$ cat config.mk
export PLATFORM = sky130hd
export DESIGN_NAME = mexp_cell
export DESIGN_NICKNAME = d
export VERILOG_FILES = /design/src/rtl/mexp_pkg.sv /design/src/rtl/mexp_cell.sv
export SDC_FILE = /design/constraint.sdc
export NUM_CORES = 1
export LEC_CHECK = 0
export ABC_AREA = 1
export BUFFER_PORTS_ARGS = -buffer_cell sky130_fd_sc_hd__buf_2
export CORE_ASPECT_RATIO = 1.5
export CORE_MARGIN = 5
export CORE_UTILIZATION = 29
export CTS_BUF_LIST = sky130_fd_sc_hd__clkbuf_2 sky130_fd_sc_hd__clkbuf_4 sky130_fd_sc_hd__clkbuf_8
export DETAILED_ROUTE_END_ITERATION = 8
export PLACE_DENSITY_LB_ADDON = 0.3
export RECOVER_POWER = 25
export SETUP_SLACK_MARGIN = 0.1
export SYNTH_ARGS = -nofsm -noshare
export SYNTH_HDL_FRONTEND = slang
export SYNTH_SLANG_ARGS = --single-unit
export TNS_END_PERCENT = 30
$ cat constraint.sdc
create_clock -name clk -period 1.4 [get_ports clk]
set_clock_uncertainty 0.2 [all_clocks]
set_input_delay 0.21 -clock clk [delete_from_list [all_inputs] [get_ports clk]]
set_output_delay 0.21 -clock clk [all_outputs]
set_load 0.005 [all_outputs]
$ cat src/rtl/mexp_pkg.sv
// ---------------------------------------------------------------------------
// Modular exponentiation package
// Shared widths and the word type that moves along the multiplier cell row.
// ---------------------------------------------------------------------------
package mexp_pkg;

    localparam int VALUE_WIDTH = 32;
    localparam int EXP_WIDTH   = 16;
    localparam int CNT_W       = $clog2(EXP_WIDTH + 1);
    localparam int IN_W        = 2 * VALUE_WIDTH + EXP_WIDTH;
    localparam int IN_BYTES_W  = ((IN_W + 7) / 8) * 8;
    localparam int OUT_W       = ((VALUE_WIDTH + 7) / 8) * 8;

    // One modular multiply in flight: acc accumulates a*b mod n, b shifts out MSB first.
    typedef struct packed {
        logic                   valid;
        logic [VALUE_WIDTH-1:0] acc;
        logic [VALUE_WIDTH-1:0] a;
        logic [VALUE_WIDTH-1:0] b;
        logic [VALUE_WIDTH-1:0] n;
    } mm_word_t;

endpackage

$ cat src/rtl/mexp_cell.sv
// ---------------------------------------------------------------------------
// Modular multiply cell
// One step of interleaved multiplication: acc = 2*acc + bit*a, reduced mod n.
// ---------------------------------------------------------------------------
module mexp_cell
    import mexp_pkg::*;
(
    input  logic     clk,
    input  logic     rst_n,
    input  mm_word_t din,
    output mm_word_t dout
);

    logic [VALUE_WIDTH:0]   dbl;
    logic [VALUE_WIDTH-1:0] red1;
    logic [VALUE_WIDTH:0]   sum;
    logic [VALUE_WIDTH-1:0] red2;
    logic                   valid_reg;
    mm_word_t               data_reg;
    mm_word_t               data_next;

    always_comb
    begin
        dbl  = {din.acc, 1'b0};
        red1 = (dbl >= {1'b0, din.n}) ? VALUE_WIDTH'(dbl - {1'b0, din.n})
                                      : dbl[VALUE_WIDTH-1:0];
        sum  = {1'b0, red1} + (din.b[VALUE_WIDTH-1] ? {1'b0, din.a}
                                                    : {(VALUE_WIDTH+1){1'b0}});
        red2 = (sum >= {1'b0, din.n}) ? VALUE_WIDTH'(sum - {1'b0, din.n})
                                      : sum[VALUE_WIDTH-1:0];
        data_next       = din;
        data_next.acc   = red2;
        data_next.b     = {din.b[VALUE_WIDTH-2:0], 1'b0};
        data_next.valid = din.valid;
    end

    always_ff @(posedge clk or negedge rst_n)
    begin
        if (!rst_n)
        begin
            valid_reg <= 1'b0;
        end
        else
        begin
            valid_reg <= data_next.valid;
        end
    end

    always_ff @(posedge clk)
    begin
        data_reg <= data_next;
    end

    always_comb
    begin
        dout       = data_reg;
        dout.valid = valid_reg;
    end

endmodule

==> results.txt, run 1 <==
* Die Span Y: 249 um
- The critical path is of the in2reg type.
* Cell seen most often among critical-path stages: nand2_2
* Layout cell share with drive strength beyond 1: 0.487
* Max cap viols: 0
- Switching Share: 0.432
* Clk sinks: 128
- In this design, the largest share of critical-path delay is due to simple AND/OR/NAND/NOR gates.
- The detail route stage leaves a number of antenna-violating nets equal to 0.
- Max Freq: 0.218 GHz
- Last weighted congestion value of the routability-driven placer: 0.960
- LEAKAGE: 12.0 nW
- Reg clk slew, reported paths: 0.08 ns
- The HPWL after detailed placement is 42,400 um.
* Primary FF master, synth: dfxtp_1
- PD cells: 1260 nW/um^2
- Setup repair after global routing could not meet its margin everywhere.
* Min-delay worst type: in2reg
* Deepest clock path buffer count: 2
- Of all nets on the critical path, the largest fanout is 7.
- Sequential share of power: 0.166
- Area growth from synthesis to final layout: 95.0%
- Biggest area contributors in the synthesized netlist: nand2_1 (30%), dfxtp_1 (23%), inv_1 (13%)
- Final routed DRC violation total: 0
* Final number of setup-violating endpoints: 32
- The smallest clock period supported by the final layout is computed as 4.58 ns.
- Mapped Nets: 2,203
* Number of nets in the layout: 3,078
- Vias per cell: 4.50
* CTS buffer count: 17
- For this block, the initial DRC count from the detailed router was 541.
* CP max-delay cell: ha_4
* Post-synthesis sequential area ratio: 0.232
- Period utilisation layout: 3.27
- Port bufs: 258
- During I/O placement, the number of pins put on the boundary was 260.
* Number of synthesized register bits: 128
- CTS tree: built
- For this run, asynchronously set or reset flops after synthesis account for 0.00781.
* Number of standard-cell rows in the floorplan: 87
* Maximum number of pins on one net before global-route repair: 25
- The initial antenna violation count is 1.
- The number of max-slew violations in the final report is 0.
- The worst-case IR drop observed on VDD is 0.000730 V.
* Post-Synthesis Cells: 1,973
* Startpoint class of the critical path: input port
* Cell taking the most area after synthesis: nand2_1
* Average size of a mapped cell: 5.62 um^2
- Data required time of the critical path: 1.65 ns
- Yosys top cell area share: 0.296
* Routed wire per std cell: 15.8 um
* Power, Total: 27.1 mW
- Largest register FFs: 127
* Proportion of power drawn by the clock network: 0.132
* Worst hold start: din[0]
* Core area: 37,700 um^2
* Area of the die: 42,300 um^2
* Setup slack of the critical path after layout: -3.18 ns
- Worst path buffer plus inverter count: 8
- First-pass DRT Iterations: 5
- Total GRT Usage: 0.235
- Number of synthesized flops with an enable pin: 0
- Violated checks: negative setup slack
- Root buffer cell: clkbuf_8
* Distinct cell type count of the synthesized netlist: 34
* Total number of H-tree levels: 4
* Chip Width: 170 um
- Critical path startpoint: din[1]
- Critical Path AT: 4.83 ns
* Overall routed net length: 52,800 um
- Post-route cell area: 21,600 um^2
- Placed instance area: 17,200 um^2
* Maximum cell stage delay along the critical path: 0.31 ns
- The routed layout has 15,100 vias.
- Outcome: finished, violations left
- The via count of the first global-routing pass is 15,500.
* Warnings, synthesis: 0
* Combined area of all synthesized cells: 11,100 um^2
- Internal power comes to 15.4 mW.
- Of the total power, combinational logic draws 0.701.
* Wire length of the first global-routing pass: 77,700 um
* Setup crit end kind: flop
* Total overflow reported by the global router: 0
* Final hold violation count: 0
- In this run the power spent charging and discharging nets is 11.7 mW.
* Initial standard-cell utilization of the core: 0.294
-- area by class of cell --
class                           count  area [um^2]
Antenna cell                        1         2.50
Clock buffer                       18          241
Clock inverter                     14          181
Fill cell                        3516        16000
Inverter                          395         1550
Multi-Input combinational cell   1431         9790
Sequential cell                   128         2610
Tap cell                          489          612
Timing Repair Buffer              874         6620
Timing Repair inverter              1         8.76
-- cells by family after synthesis --
| logic type | share of synthesized area |
|---|---|
| AND/OR/NAND/NOR | 0.446 |
| other | 0.000338 |
| AO/OA/AOI/OAI | 0.0366 |
| adder cells (fa/ha/maj) | 0.114 |
| buffers and inverters | 0.144 |
| XOR/XNOR | 0.0269 |
| flip-flops | 0.232 |
-- metal layers --
metal,vias to the layer above,wire length (um),GRT usage,share of wire
li1,7684,-,-,-
met1,6872,18500,0.230,0.35
met2,366,28900,0.458,0.55
met3,159,1690,0.0201,0.032
met4,0,3760,0.150,0.071
met5,-,0,0,0
-- path summary, 6_finish.rpt --
| check | end | slack, ns | cells past startpoint |
|---|---|---|---|
| worst min-delay path | dout[96] | 0.03 | 6 |
| min in group asynchronous | valid_reg | 0.36 | 3 |
| max in group asynchronous | valid_reg | 0.54 | 3 |
| worst max-delay path | dout[123] | -3.18 | 38 |
-- cell usage in the layout (no fill, tap or decap), types with 16 or more instances in the layout --
cell	synthesis	final
nand2_1	873	633
dfxtp_2	0	33
buf_4	5	484
dlygate4sd3_1	0	98
ha_4	0	78
nor2_4	0	34
ha_1	96	16
inv_2	3	36
buf_6	2	43
dfxtp_1	127	94
buf_2	9	229
nor2_2	4	39
inv_1	390	338
nand2_4	1	58
nand2_2	3	184
clkbuf_8	0	17
nand3_2	2	33
nor2_1	146	77
nand3_1	132	90
xor2_1	33	26
a21oi_1	58	33
nand4_1	25	25
-- power by group through the flow --
stage	logic [mW]	registers [mW]	clock network, mW
2_1_floorplan	7.53	4.63	0
3_3_place_gp	14.8	4.56	0
3_5_place_dp	14.9	4.55	0
4_1_cts	16.4	4.50	3.68
5_1_grt	20.7	4.57	3.84
6_report	19.0	4.51	3.59
-- synth_stat cells (2+ instances only) --
cell type / count
buf_4: 5
nand2_1: 873
xor2_1: 33
ha_1: 96
nor2_2: 4
nor3_1: 10
a21oi_1: 58
inv_1: 390
fa_1: 3
dfxtp_1: 127
a21o_1: 3
clkinv_1: 2
inv_2: 3
nand3b_1: 9
o21bai_1: 9
and2_1: 2
nor4_1: 3
nand3_2: 2
buf_2: 9
buf_6: 2
nor2_1: 146
or2_2: 13
nand3_1: 132
nand4_1: 25
nand2_2: 3
clkbuf_1: 3
-- worst min-delay path, cell delays in order --
cell and delay, ns:
buf_2 0.09, buf_4 0.10, ha_1 0.14, inv_1 0.05
nand2_2 0.05, nand2_1 0.04
-- repair_timing --
action,in CTS,in global routing
endpoints found under the setup margin,160,160
gates resized for setup,237,398
endpoints found under the hold margin,97,1
hold buffers,97,1
pin swaps,85,139
buffers inserted,27,34
gates cloned,2,4
-- stage by stage --
| stage | hold slack, ns | setup WS [ns] | setup TNS [ns] | instances | util |
|---|---|---|---|---|---|
| after floorplan | -0.286 | -2.85 | -90.90 | 1973 | - |
| after global placement | -0.215 | -4.33 | -136.98 | 3155 | 0.457 |
| after detailed placement | -0.215 | -4.42 | -139.56 | 3155 | 0.457 |
| after CTS | -0.406 | -3.10 | -98.67 | 3312 | 0.527 |
| after global routing | 0.0344 | -3.37 | -106.49 | 3351 | 0.574 |
| final | 0.0327 | -3.18 | -100.74 | 3351 | 0.574 |
Note: power is estimated with default switching activity, not from simulation.
==> run 2, diff against run 1 <==
Settings changed: SETUP_SLACK_MARGIN 0.1 to 0.05.
==> results.txt, run 2 (synthesis results as in run 1) <==
- Outcome: finished, violations left (unchanged).
* Violated checks: negative setup slack (unchanged)
- The total number of vias was 15,000 (was 15,100).
* Final period demand of the worst path: 4.58 ns (about the same)
* Critical path's top delay family: simple AND/OR/NAND/NOR gates (unchanged)
* Die Span Y: 249 um (unchanged)
* Chip Width: 170 um (unchanged)
- The number of buffers and inverters on the critical path is 9 (was 8).
- Final routed DRC violation total: 0 (unchanged)
* Drt initial violations: 511 (was 541)
* Top fanout value on the critical path: 7 (unchanged)
- Peak supply drop: 0.000729 V (was 0.000730 V)
- The clock root buffer master is clkbuf_8 (unchanged).
* Max-slew violation count: 0 (unchanged)
* Setup crit end kind: flop (unchanged)
- Largest register FFs: 127 (unchanged)
- The maximum root-to-sink buffer count came to 2 (unchanged).
* Reg clk slew, reported paths: 0.08 ns (about the same)
- The maximum clock rate is 0.218 GHz (about the same).
- The initial core utilization came to 0.294 (unchanged).
* LEAKAGE: 12.0 nW (about the same)
* HPWL after detailed placement: 42,400 um (unchanged)
* Worst hold start: din[0] (unchanged)
- Area of the die: 42,300 um^2 (unchanged)
- Vias per cell: 4.48 (was 4.50)
- The TritonCTS sink count was 128 (unchanged).
* Critical path startpoint: din[1] (unchanged)
- The area added between synthesis and finish came to 94.7% (was 95.0%).
- Unrepaired setup endpoints after global routing: yes (unchanged)
- The setup-violating endpoint count in the final report is 32 (unchanged).
- The initial antenna violation count was 1 (unchanged).
- The cell at the slowest stage of the critical path is ha_4 (unchanged).
* First-pass DRT Iterations: 5 (unchanged)
- Total overflow reported by the global router: 0 (unchanged)
* Layout cell share with drive strength beyond 1: 0.486 (was 0.487)
- Critical Path AT: 4.82 ns (was 4.83 ns)
- Final hold violation count: 0 (unchanged)
- The TritonCTS clock tree is built (unchanged).
* Period utilisation layout: 3.27 (about the same)
* Wire length of the first global-routing pass: 77,700 um (about the same)
- The via count of the first global-routing pass came to 15,500 (about the same).
- The number of max-cap violations came to 0 (unchanged).
- Total GRT Usage: 0.235 (about the same)
* Number of standard-cell rows in the floorplan: 87 (unchanged)
- Setup slack of the critical path after layout: -3.18 ns (about the same)
- The kind of critical path was in2reg (unchanged).
- The ratio of total power to cell area is 1250 nW/um^2 (was 1260 nW/um^2).
- CTS buffer count: 17 (unchanged)
- Overall routed net length: 52,700 um (was 52,800 um)
- Final core occ: 0.573 (was 0.574)
- Final ANT Viol Nets: 0 (unchanged)
* Number of nets in the layout: 3,078 (unchanged)
* Startpoint class of the critical path: input port (unchanged)
- The worst slack after detailed placement was -4.42 ns (unchanged).
- The count of input and output buffers is 258 (unchanged).
- Top library cells by usage in the layout, fill and taps aside: nand2_1 (633), buf_4 (484), inv_1 (338), buf_2 (229), nand2_2 (185) (was nand2_1 (633), buf_4 (484), inv_1 (338), buf_2 (229), nand2_2 (184))
- Core area: 37,700 um^2 (unchanged)
* Routed wire per std cell: 15.7 um (was 15.8 um)
* Cell seen most often among critical-path stages: nand2_2 (unchanged)
- Data required time of the critical path: 1.64 ns (was 1.65 ns)
* Maximum cell stage delay along the critical path: 0.31 ns (about the same)
- Maximum number of pins on one net before global-route repair: 25 (unchanged)
- The number of levels in the clock H-tree came to 4 (unchanged).
* Commonest non-fill, non-tap cell in the layout: nand2_1 (unchanged)
* Min-delay worst type: in2reg (unchanged)
- The final total negative setup slack is -100.41 ns (was -100.74 ns).
- The number of fill cells came to 3,525 (was 3,516).
- The weighted congestion reported at the end of routability-driven placement was 0.960 (unchanged).
- The overall power consumption was 27.0 mW (was 27.1 mW).
- Top-level port count: 260 (unchanged)
==> run 2: area by class of cell <==
type	instances	area, um^2	share of cell area
timing repair buffer	874	6620	0.307
clock buffer	18	241	0.0112
timing repair inverter	1	8.76	0.000406
multi-input combinational	1431	9760	0.452
clock inverter	14	181	0.00841
sequential	128	2610	0.121
inverter	395	1550	0.0717
antenna	1	2.50	0.000116
tap	489	612	0.0284
==> run 2: tightest hold or removal path: cells and delay by family <==
kind / cells / cell delay, ns
and+or+nand+nor: 2 / 0.09
buffers and inverters: 3 / 0.24
adders and majority gates: 1 / 0.14
==> run 2: through the flow <==
stage	hold slack (ns)	std cells	instance area [um^2]
2_1_floorplan	-0.286	1973	12000
3_3_place_gp	-0.215	3155	17200
3_5_place_dp	-0.215	3155	17200
4_1_cts	-0.406	3312	19800
5_1_grt	0.0346	3351	21600
6_report	0.0309	3351	21600
==> run 2: final timing paths <==
check / end / slack (ns) / depth (start not counted)
worst min-delay path: dout[96] / 0.03 / 6
min in group asynchronous: valid_reg / 0.36 / 3
worst max-delay path: dout[123] / -3.18 / 40
max in group asynchronous: valid_reg / 0.54 / 3
==> run 2: repair_timing <==
item,in CTS,in global routing
buffers inserted,27,34
endpoints found under the setup margin,116,152
hold endpoints to repair,97,1
gates resized for setup,230,399
pin swaps,85,139
cloned,2,4
hold buffers,97,1
==> run 2: power by group <==
part,internal (mW),switching (mW),leakage (nW)
sequential,4.33,0.181,1.08
combinational,9.21,9.69,10.8
clock,1.81,1.78,0.206
==> run 2: metal layers <==
layer  routed length [um]  vias to the layer above  global-route usage
li1                     -                     7689                   -
met1                18600                     6827               0.230
met2                28800                      340               0.459
met3                 1470                      161              0.0201
met4                 3770                        0               0.149
met5                    0                        -                   0
